File: config.mk
export PLATFORM = sky130hd
export DESIGN_NAME = fpst_seq
export DESIGN_NICKNAME = d
export VERILOG_FILES = /design/src/fpst_pkg.sv /design/src/fpst_seq.sv
export SDC_FILE = /design/constraint.sdc
export NUM_CORES = 1
export LEC_CHECK = 0
export BUFFER_PORTS_ARGS = -buffer_cell sky130_fd_sc_hd__clkbuf_2
export CORE_AREA = 2 2 39 41
export DETAILED_ROUTE_END_ITERATION = 10
export DIE_AREA = 0 0 41 43
export PLACE_DENSITY = 0.73
export SLEW_MARGIN = 20
export SYNTH_ARGS = -nofsm -noshare
export SYNTH_HDL_FRONTEND = slang
export SYNTH_SLANG_ARGS = --single-unit
File: constraint.sdc
create_clock -name clk -period 2.45 [get_ports clk]
set_clock_uncertainty 0.05 [all_clocks]
set_input_delay 0 -clock clk [delete_from_list [all_inputs] [get_ports clk]]
set_output_delay 0 -clock clk [all_outputs]
set_load 0.01 [all_outputs]
File: src/fpst_pkg.sv
package fpst_pkg;

	// sizing
	localparam int MAX_POSITIONS = 1024;
	localparam int ADDR_W        = (MAX_POSITIONS > 1) ? $clog2(MAX_POSITIONS) : 1;
	localparam int POS_W         = ADDR_W + 2;
	localparam int SIZE_W        = 11;
	localparam int INDEX_W       = 10;
	localparam int DATA_W        = 32;
	localparam int CMP_W         = (POS_W > SIZE_W) ? POS_W : SIZE_W;
	localparam int UPC_W         = 4;

	// action codes
	localparam logic [1:0] ACT_CLEAR  = 2'd0;
	localparam logic [1:0] ACT_ADD    = 2'd1;
	localparam logic [1:0] ACT_PREFIX = 2'd2;
	localparam logic [1:0] ACT_RANGE  = 2'd3;

	// microprogram entry points
	localparam logic [UPC_W-1:0] UPC_FETCH       = 4'd0;
	localparam logic [UPC_W-1:0] UPC_CLEAR       = 4'd1;
	localparam logic [UPC_W-1:0] UPC_ADD         = 4'd2;
	localparam logic [UPC_W-1:0] UPC_PREFIX      = 4'd3;
	localparam logic [UPC_W-1:0] UPC_RANGE_HI    = 4'd4;
	localparam logic [UPC_W-1:0] UPC_RANGE_LO    = 4'd5;
	localparam logic [UPC_W-1:0] UPC_RANGE_SUB   = 4'd6;
	localparam logic [UPC_W-1:0] UPC_FINISH      = 4'd7;
	localparam logic [UPC_W-1:0] UPC_RESET_CLEAR = 4'd8;

	typedef enum logic [2:0] {
		OP_FETCH,
		OP_CLEAR,
		OP_WALK_UP,
		OP_WALK_DN_ADD,
		OP_WALK_DN_SUB,
		OP_LOAD_LO,
		OP_FINISH
	} op_t;

	// condition under which a step repeats itself
	typedef enum logic [2:0] {
		C_NEVER,
		C_CLR_MORE,
		C_UP_ACTIVE,
		C_DN_ACTIVE,
		C_OUT_BUSY
	} cond_t;

	typedef struct packed {
		op_t              op;
		cond_t            cond;
		logic [UPC_W-1:0] target;
	} ctrl_t;

	typedef struct packed {
		logic       take;
		logic       err;
		logic [1:0] action;
		logic       clr_more;
		logic       up_active;
		logic       dn_active;
		logic       out_busy;
	} flags_t;

endpackage

File: src/fpst_seq.sv
module fpst_seq (
	input  logic           clk,
	input  logic           arst_n,
	input  fpst_pkg::flags_t flags,
	output fpst_pkg::ctrl_t  ctrl
);
	import fpst_pkg::*;

	logic [UPC_W-1:0] upc_q;
	logic [UPC_W-1:0] upc_next;
	logic             cond_hit;

	// control store
	function automatic ctrl_t ucode_rom(input logic [UPC_W-1:0] addr);
		ctrl_t w;
		w = '{op: OP_FETCH, cond: C_NEVER, target: UPC_FETCH};
		unique case (addr)
			UPC_FETCH:       w = '{op: OP_FETCH,       cond: C_NEVER,     target: UPC_FETCH};
			UPC_CLEAR:       w = '{op: OP_CLEAR,       cond: C_CLR_MORE,  target: UPC_FINISH};
			UPC_ADD:         w = '{op: OP_WALK_UP,     cond: C_UP_ACTIVE, target: UPC_FINISH};
			UPC_PREFIX:      w = '{op: OP_WALK_DN_ADD, cond: C_DN_ACTIVE, target: UPC_FINISH};
			UPC_RANGE_HI:    w = '{op: OP_WALK_DN_ADD, cond: C_DN_ACTIVE, target: UPC_RANGE_LO};
			UPC_RANGE_LO:    w = '{op: OP_LOAD_LO,     cond: C_NEVER,     target: UPC_RANGE_SUB};
			UPC_RANGE_SUB:   w = '{op: OP_WALK_DN_SUB, cond: C_DN_ACTIVE, target: UPC_FINISH};
			UPC_FINISH:      w = '{op: OP_FINISH,      cond: C_OUT_BUSY,  target: UPC_FETCH};
			UPC_RESET_CLEAR: w = '{op: OP_CLEAR,       cond: C_CLR_MORE,  target: UPC_FETCH};
			default:         w = '{op: OP_FETCH,       cond: C_NEVER,     target: UPC_FETCH};
		endcase
		return w;
	endfunction

	assign ctrl = ucode_rom(upc_q);

	// repeat condition
	always_comb begin
		unique case (ctrl.cond)
			C_NEVER:     cond_hit = 1'b0;
			C_CLR_MORE:  cond_hit = flags.clr_more;
			C_UP_ACTIVE: cond_hit = flags.up_active;
			C_DN_ACTIVE: cond_hit = flags.dn_active;
			C_OUT_BUSY:  cond_hit = flags.out_busy;
			default:     cond_hit = 1'b0;
		endcase
	end

	// next step: dispatch on fetch, else repeat or jump
	always_comb begin
		upc_next = upc_q;
		if (ctrl.op == OP_FETCH) begin
			if (flags.take) begin
				if (flags.err) begin
					upc_next = UPC_FINISH;
				end else begin
					unique case (flags.action)
						ACT_CLEAR:  upc_next = UPC_CLEAR;
						ACT_ADD:    upc_next = UPC_ADD;
						ACT_PREFIX: upc_next = UPC_PREFIX;
						ACT_RANGE:  upc_next = UPC_RANGE_HI;
						default:    upc_next = UPC_FINISH;
					endcase
				end
			end
		end else if (!cond_hit) begin
			upc_next = ctrl.target;
		end
	end

	always_ff @(posedge clk or negedge arst_n) begin
		if (!arst_n) begin
			upc_q <= UPC_RESET_CLEAR;
		end else begin
			upc_q <= upc_next;
		end
	end

endmodule

==> metrics, run 1 <==
die height 43 µm; post-synthesis sequential area ratio 18.6%; Cell Rows 14; CTS Buf Count 3; die width 41 µm; maxcap violations 0; Reg power frac 16.2%; crit path time final 2.14 ns; initial core utilization 39.3%; P_leak 0.368 nW; clock-pin slew on the worst setup and hold paths 0.04 ns; RR Startpoint upc_q[0]$_DFFE_PN0P_; Crit Path Class flip-flop to flip-flop; Tot GR Track Use 15.0%; crit share post-route 87.5%; Layout area overhead 22.5%; drt wl/cell 11.0 µm; IO Pins 20; Comb power frac 73.7%; # fillers 151; Worst EP required 2.48 ns; max reg flops 4; slowest CP cell dfrtp_1; first-pass iteration count of the detailed router 4; Synth top cells by count inv_1, ha_1, a21oi_1; Top Usage Layer GRT met2; Final #Nets 104; largest net degree at the start of global routing 16; worst hold path class input pin to async pin; clock latency at the later pin of the worst-skew pair 0.24 ns; met2 GRT Util 25.9%; top cell type's share of synthesized area 16.1%; number of synthesized flops with an enable pin 0; vias 530; initial antenna violation count 0; synth top area cells ha_1, dfrtp_1, inv_1; Biggest register upc_q; RSZ-0062 raised after global routing no; Residual DRC 0; RePlAce Congestion 0.751; port bufs 18; internal power 0.478 mW; worst-path cell chain inv_1 -> ha_1 -> and3b_2 -> or3_4 -> nor3b_1 -> a222oi_1; status complete, no violations; post-layout total power 0.913 mW; CTS root buffer clkbuf_4; Async SR Flop Fraction 100%; DPL Wire Length 915 µm; Syn Nets 83; synthesized area 544 µm²; Clk pwr share 10.1%; Net Sw Frac 47.7%; Power Density 1370 nW/µm²; vias in the first global route 483; Netlist cell types 33; top_reg_cell synth dfrtp_1; Syn. warnings 0; biggest regs upc_q (4); gr ovfl total 0; setup_tns 0 ns; ANT cells 0; CP arrival 2.18 ns; clock tree from TritonCTS done; Sw Pwr 0.436 mW; Final Hold Slack 0.0464 ns; GRT met3 Usage 3.14%; CTS Buffer Depth 2; setup violators final 0; synthesis-stage register bit count 4; cell count after synthesis 66; Crit. Startpoint upc_q[0]$_DFFE_PN0P_; WL final 1130 µm; Startpoint Class flip-flop; Peak Freq 466 MHz; H-tree levels 1; Worst path max stage delay 0.45 ns; clk sinks 4; first-pass GRT wire length 1810 µm; die area 1760 µm²; Setup crit end kind flip-flop; M1 GR Usage 16.6%; layout cells sized above 1 33.7%; final count of pins violating max slew 0; Max rail drop VDD 0.432 mV; Mean Syn Cell Area 8.25 µm²; Hold Violations, Final 0; Vias/cell 5.20; post-route ant nets 0; Core Area 1380 µm²; most area-hungry cell type in the Yosys netlist ha_1; initial drt markers 16; most common cell in the netlist inv_1; Post-CTS Resized 0; critical path peak fanout 8; Layout Utilization 48.2%
metal layers:
metal | vias to the layer above | wire [µm]
li1 | 270 | -
met1 | 240 | 487
met2 | 18 | 548
met3 | 2 | 75
met4 | 0 | 12
met5 | - | 0
power by group through the flow:
stage	logic, mW	clock network (mW)	registers [mW]
2_1_floorplan	0.515	0	0.126
3_3_place_gp	0.664	0	0.150
3_5_place_dp	0.673	0	0.151
4_1_cts	0.678	0.0971	0.150
5_1_grt	0.755	0.106	0.158
6_report	0.673	0.0921	0.148
worst max-delay path: cells and delay by family (launching register included):
family | cells | cell delay, ns
flops | 1 | 0.45
simple gates | 3 | 1.00
fa+ha+maj | 1 | 0.20
buf+inv | 1 | 0.12
compound gates | 1 | 0.16
cell usage in the layout (no fill, tap or decap), drive strengths merged, types with 2 or more instances in the layout:
cell type and count:
inv 11, and3b 2, a31oi 2, clkbuf 22, a21oi 6, nand2 4, ha 7, nor3 2
or2b 2, and3 2, nand2b 3, o21ai 2, dfrtp 3, a222oi 3, o21bai 2
through the flow:
step	cells	cell area, µm²	worst slack (ns)
2_1_floorplan	66	544	0.480
3_3_place_gp	97	631	0.369
3_5_place_dp	97	631	0.300
4_1_cts	102	667	0.297
5_1_grt	102	667	0.170
6_report	102	667	0.306
kinds of logic (layout without fill, tap and decap cells):
group                    count (synthesis)  in the layout  synth area share, %
other                                    1              1                0.689
adder cells (fa/ha/maj)                  7              7                 16.1
XOR/XNOR                                 1              1                 1.61
AND/OR/NAND/NOR                         21             21                 26.0
buffers and inverters                   14             34                 12.0
flip-flops                               4              4                 18.6
AO/OA/AOI/OAI                           18             18                 25.1
layout make-up:
cell class                      count  area [µm²]  share of cell area [%]
Timing Repair Buffer               19         100                    15.0
Inverter                           11        41.3                    6.19
Multi-Input combinational cell     48         378                    56.7
Sequential cell                     4         101                    15.2
Tap cell                           16        20.0                    3.00
Clock buffer                        4        26.3                    3.94
what timing repair did:
action	in CTS	in global routing
hold endpoints to repair	4	0
buffers inserted	0	0
hold buffers	1	0
worst paths after layout:
kind	end	slack, ns	cells past startpoint
worst max-delay path	upc_q[0]$_DFFE_PN0P_	0.31	6
worst min-delay path	upc_q[1]$_DFFE_PN0P_	0.05	2
worst max register to register	upc_q[0]$_DFFE_PN0P_	0.31	6
worst min register to register	upc_q[3]$_DFFE_PN1P_	0.57	2
max in group asynchronous	upc_q[3]$_DFFE_PN1P_	2.09	2
min in group clk	upc_q[2]$_DFFE_PN0P_	0.15	4
Note: power is estimated with default switching activity, not from simulation.
==> run 2: changes to the inputs <==
BUFFER_PORTS_ARGS = -buffer_cell sky130_fd_sc_hd__buf_4   (was -buffer_cell sky130_fd_sc_hd__clkbuf_2)
clock period = 2.3 ns   (was 2.45 ns; I/O delays follow)
==> run 2 against run 1 <==
Global-route usage increased by 0.91 points. Register-to-register slack got worse by 0.20 ns. Core utilization increased by 3.3 points. Critical path type unchanged. Combinational power increased by 19%. Sequential share of layout area decreased by 0.96 points. Highest routed layer unchanged. Maximum frequency decreased by 2.5%. Hold slack got worse by 0.0070 ns. Wire length increased by 5.9%. Power increased by 16%. Non-clock buffer count unchanged.
==> metrics, run 2 (same netlist as run 1, synthesis figures left out) <==
Hold Violations, Final 0 (unchanged); CP arrival 2.23 ns (was 2.18 ns); Net Sw Frac 45.4% (was 47.7%); Reg area 101 µm² (unchanged); clock-pin slew on the worst setup and hold paths 0.05 ns (was 0.04 ns); CTS Buf Count 3 (unchanged); Max rail drop VDD 0.581 mV (was 0.432 mV); worst-path cell chain inv_1 -> ha_1 -> and3b_2 -> or3_4 -> nor3b_1 -> a222oi_1 (unchanged); die width 41 µm (unchanged); ANT cells 0 (unchanged); DPL Wire Length 969 µm (was 915 µm); slowest CP cell dfrtp_1 (unchanged); CTS Hold Buffers Added 1 (unchanged); status complete, no violations (unchanged); critical path peak fanout 8 (unchanged); initial antenna violation count 0 (unchanged); Final #Nets 104 (unchanged); largest net degree at the start of global routing 16 (unchanged); worst hold path class input pin to async pin (unchanged); crit share post-route 95.6% (was 87.5%); r2r endpoint upc_q[1]$_DFFE_PN0P_ (was upc_q[0]$_DFFE_PN0P_); final count of pins violating max slew 0 (unchanged); Non-Filler Cell Area, Final 712 µm² (was 667 µm²); RR Startpoint upc_q[0]$_DFFE_PN0P_ (unchanged); Setup crit end kind flip-flop (unchanged); Startpoint Class flip-flop (unchanged); gr ovfl total 0 (unchanged); Post-CTS Resized 0 (unchanged); H-tree levels 1 (unchanged); first-pass GRT wire length 2000 µm (was 1810 µm); Cell Rows 14 (unchanged); Clk pwr share 9.2% (was 10.1%); setup_tns 0 ns (unchanged); WL final 1190 µm (was 1130 µm); maxcap violations 0 (unchanged); post-route ant nets 0 (unchanged); crit path time final 2.20 ns (was 2.14 ns); internal power 0.579 mW (was 0.478 mW); clock tree from TritonCTS done (unchanged); die area 1760 µm² (unchanged); clk sinks 4 (unchanged); Peak Freq 455 MHz (was 466 MHz); Core Area 1380 µm² (unchanged); first-pass iteration count of the detailed router 4 (unchanged); Layout area overhead 30.8% (was 22.5%); register-to-register setup slack 0.10 ns (was 0.31 ns); crit path capture upc_q[1]$_DFFE_PN0P_ (was upc_q[0]$_DFFE_PN0P_); layout cells sized above 1 33.7% (unchanged); R2R depth 6 (unchanged); DP Area 676 µm² (was 631 µm²); setup violators final 0 (unchanged); RePlAce Congestion 0.807 (was 0.751); Residual DRC 0 (unchanged); Sw Pwr 0.483 mW (was 0.436 mW); Vias/cell 5.33 (was 5.20); multi-input logic area 378 µm² (unchanged); commonest non-fill, non-tap cell in the layout buf_4 (was clkbuf_2); Worst EP required 2.33 ns (was 2.48 ns); Reg power frac 15.2% (was 16.2%); post-CTS setup buffers 0 (unchanged); die height 43 µm (unchanged); CTS Buffer Depth 2 (unchanged); RSZ-0062 raised after global routing no (unchanged); Crit. Startpoint upc_q[0]$_DFFE_PN0P_ (unchanged); CTS root buffer clkbuf_4 (unchanged); max reg flops 4 (unchanged); commonest non-fill, non-tap cells in the layout buf_4, inv_1, ha_1, a21oi_1, nand2_1 (was clkbuf_2, inv_1, ha_1, a21oi_1, nand2_1); Crit Path Class flip-flop to flip-flop (unchanged); initial core utilization 39.3% (unchanged); vias in the first global route 526 (was 483); P_leak 0.380 nW (was 0.368 nW); IO Pins 20 (unchanged); clock latency at the later pin of the worst-skew pair 0.24 ns (about the same); Power Density 1490 nW/µm² (was 1370 nW/µm²); Comb power frac 75.6% (was 73.7%); vias 544 (was 530); biggest regs upc_q (4) (unchanged); Tot GR Track Use 15.9% (was 15.0%); port bufs 18 (unchanged); Worst path max stage delay 0.46 ns (was 0.45 ns); # fillers 138 (was 151); Biggest register upc_q (unchanged); drt wl/cell 11.7 µm (was 11.0 µm); initial drt markers 24 (was 16)
[run 2: cell types whose count changed in the layout (fill, tap and decap cells not counted), sizes merged]
cell / before / now
buf: 0 / 18
clkbuf: 22 / 4
[run 2: through the flow]
stage               instances  worst slack [ns]  utilization (%)  hold slack (ns)  total power [mW]
floorplan                  66             0.330                -           -0.346             0.683
CTS                       102             0.157             51.4           0.0338              1.06
global placement           97             0.222             48.8           -0.253             0.943
global route              102            0.0399             51.4           0.0480              1.15
detailed placement         97             0.180             48.8           -0.251             0.954
finish                    102             0.102             51.4           0.0394              1.06
[run 2: how the worst min path moves through the flow]
stage	startpoint	to	slack [ns]	cells after the start
6_report	arst_n	upc_q[0]$_DFFE_PN0P_	0.04	2
5_1_grt	arst_n	upc_q[0]$_DFFE_PN0P_	0.05	2
4_1_cts	arst_n	upc_q[0]$_DFFE_PN0P_	0.03	2
3_5_place_dp	arst_n	upc_q[1]$_DFFE_PN0P_	-0.25	1
3_3_place_gp	arst_n	upc_q[1]$_DFFE_PN0P_	-0.25	1
2_1_floorplan	arst_n	upc_q[0]$_DFFE_PN0P_	-0.35	0
[run 2: area by class of cell]
type,count,share of cell area [%]
well taps,16,2.81
multi-input cells,48,53.1
repair buffers,19,20.4
inverters,11,5.80
clock buffers,4,3.69
flip-flops and latches,4,14.2
[run 2: per-layer routing]
metal  up-vias  wire length, µm  track usage [%]
met5         -                0                0
met4         0               16             5.33
met3         2               85             3.14
met2        20              598             25.9
met1       256              491             19.8
li1        266                -                -
[run 2: critical path: cells and delay by family (launching register included)]
| family | cells | cell delay (ns) |
|---|---|---|
| compound gates | 1 | 0.15 |
| flops | 1 | 0.46 |
| fa+ha+maj | 1 | 0.21 |
| buf+inv | 1 | 0.14 |
| simple gates | 3 | 1.03 |
[run 2: power by group through the flow]
stage / Sequential, mW / Clock, mW / Combinational [mW]
final: 0.161 / 0.0982 / 0.803
after global routing: 0.171 / 0.105 / 0.874
after CTS: 0.160 / 0.101 / 0.797
after detailed placement: 0.162 / 0 / 0.792
after global placement: 0.160 / 0 / 0.783
after floorplan: 0.135 / 0 / 0.548
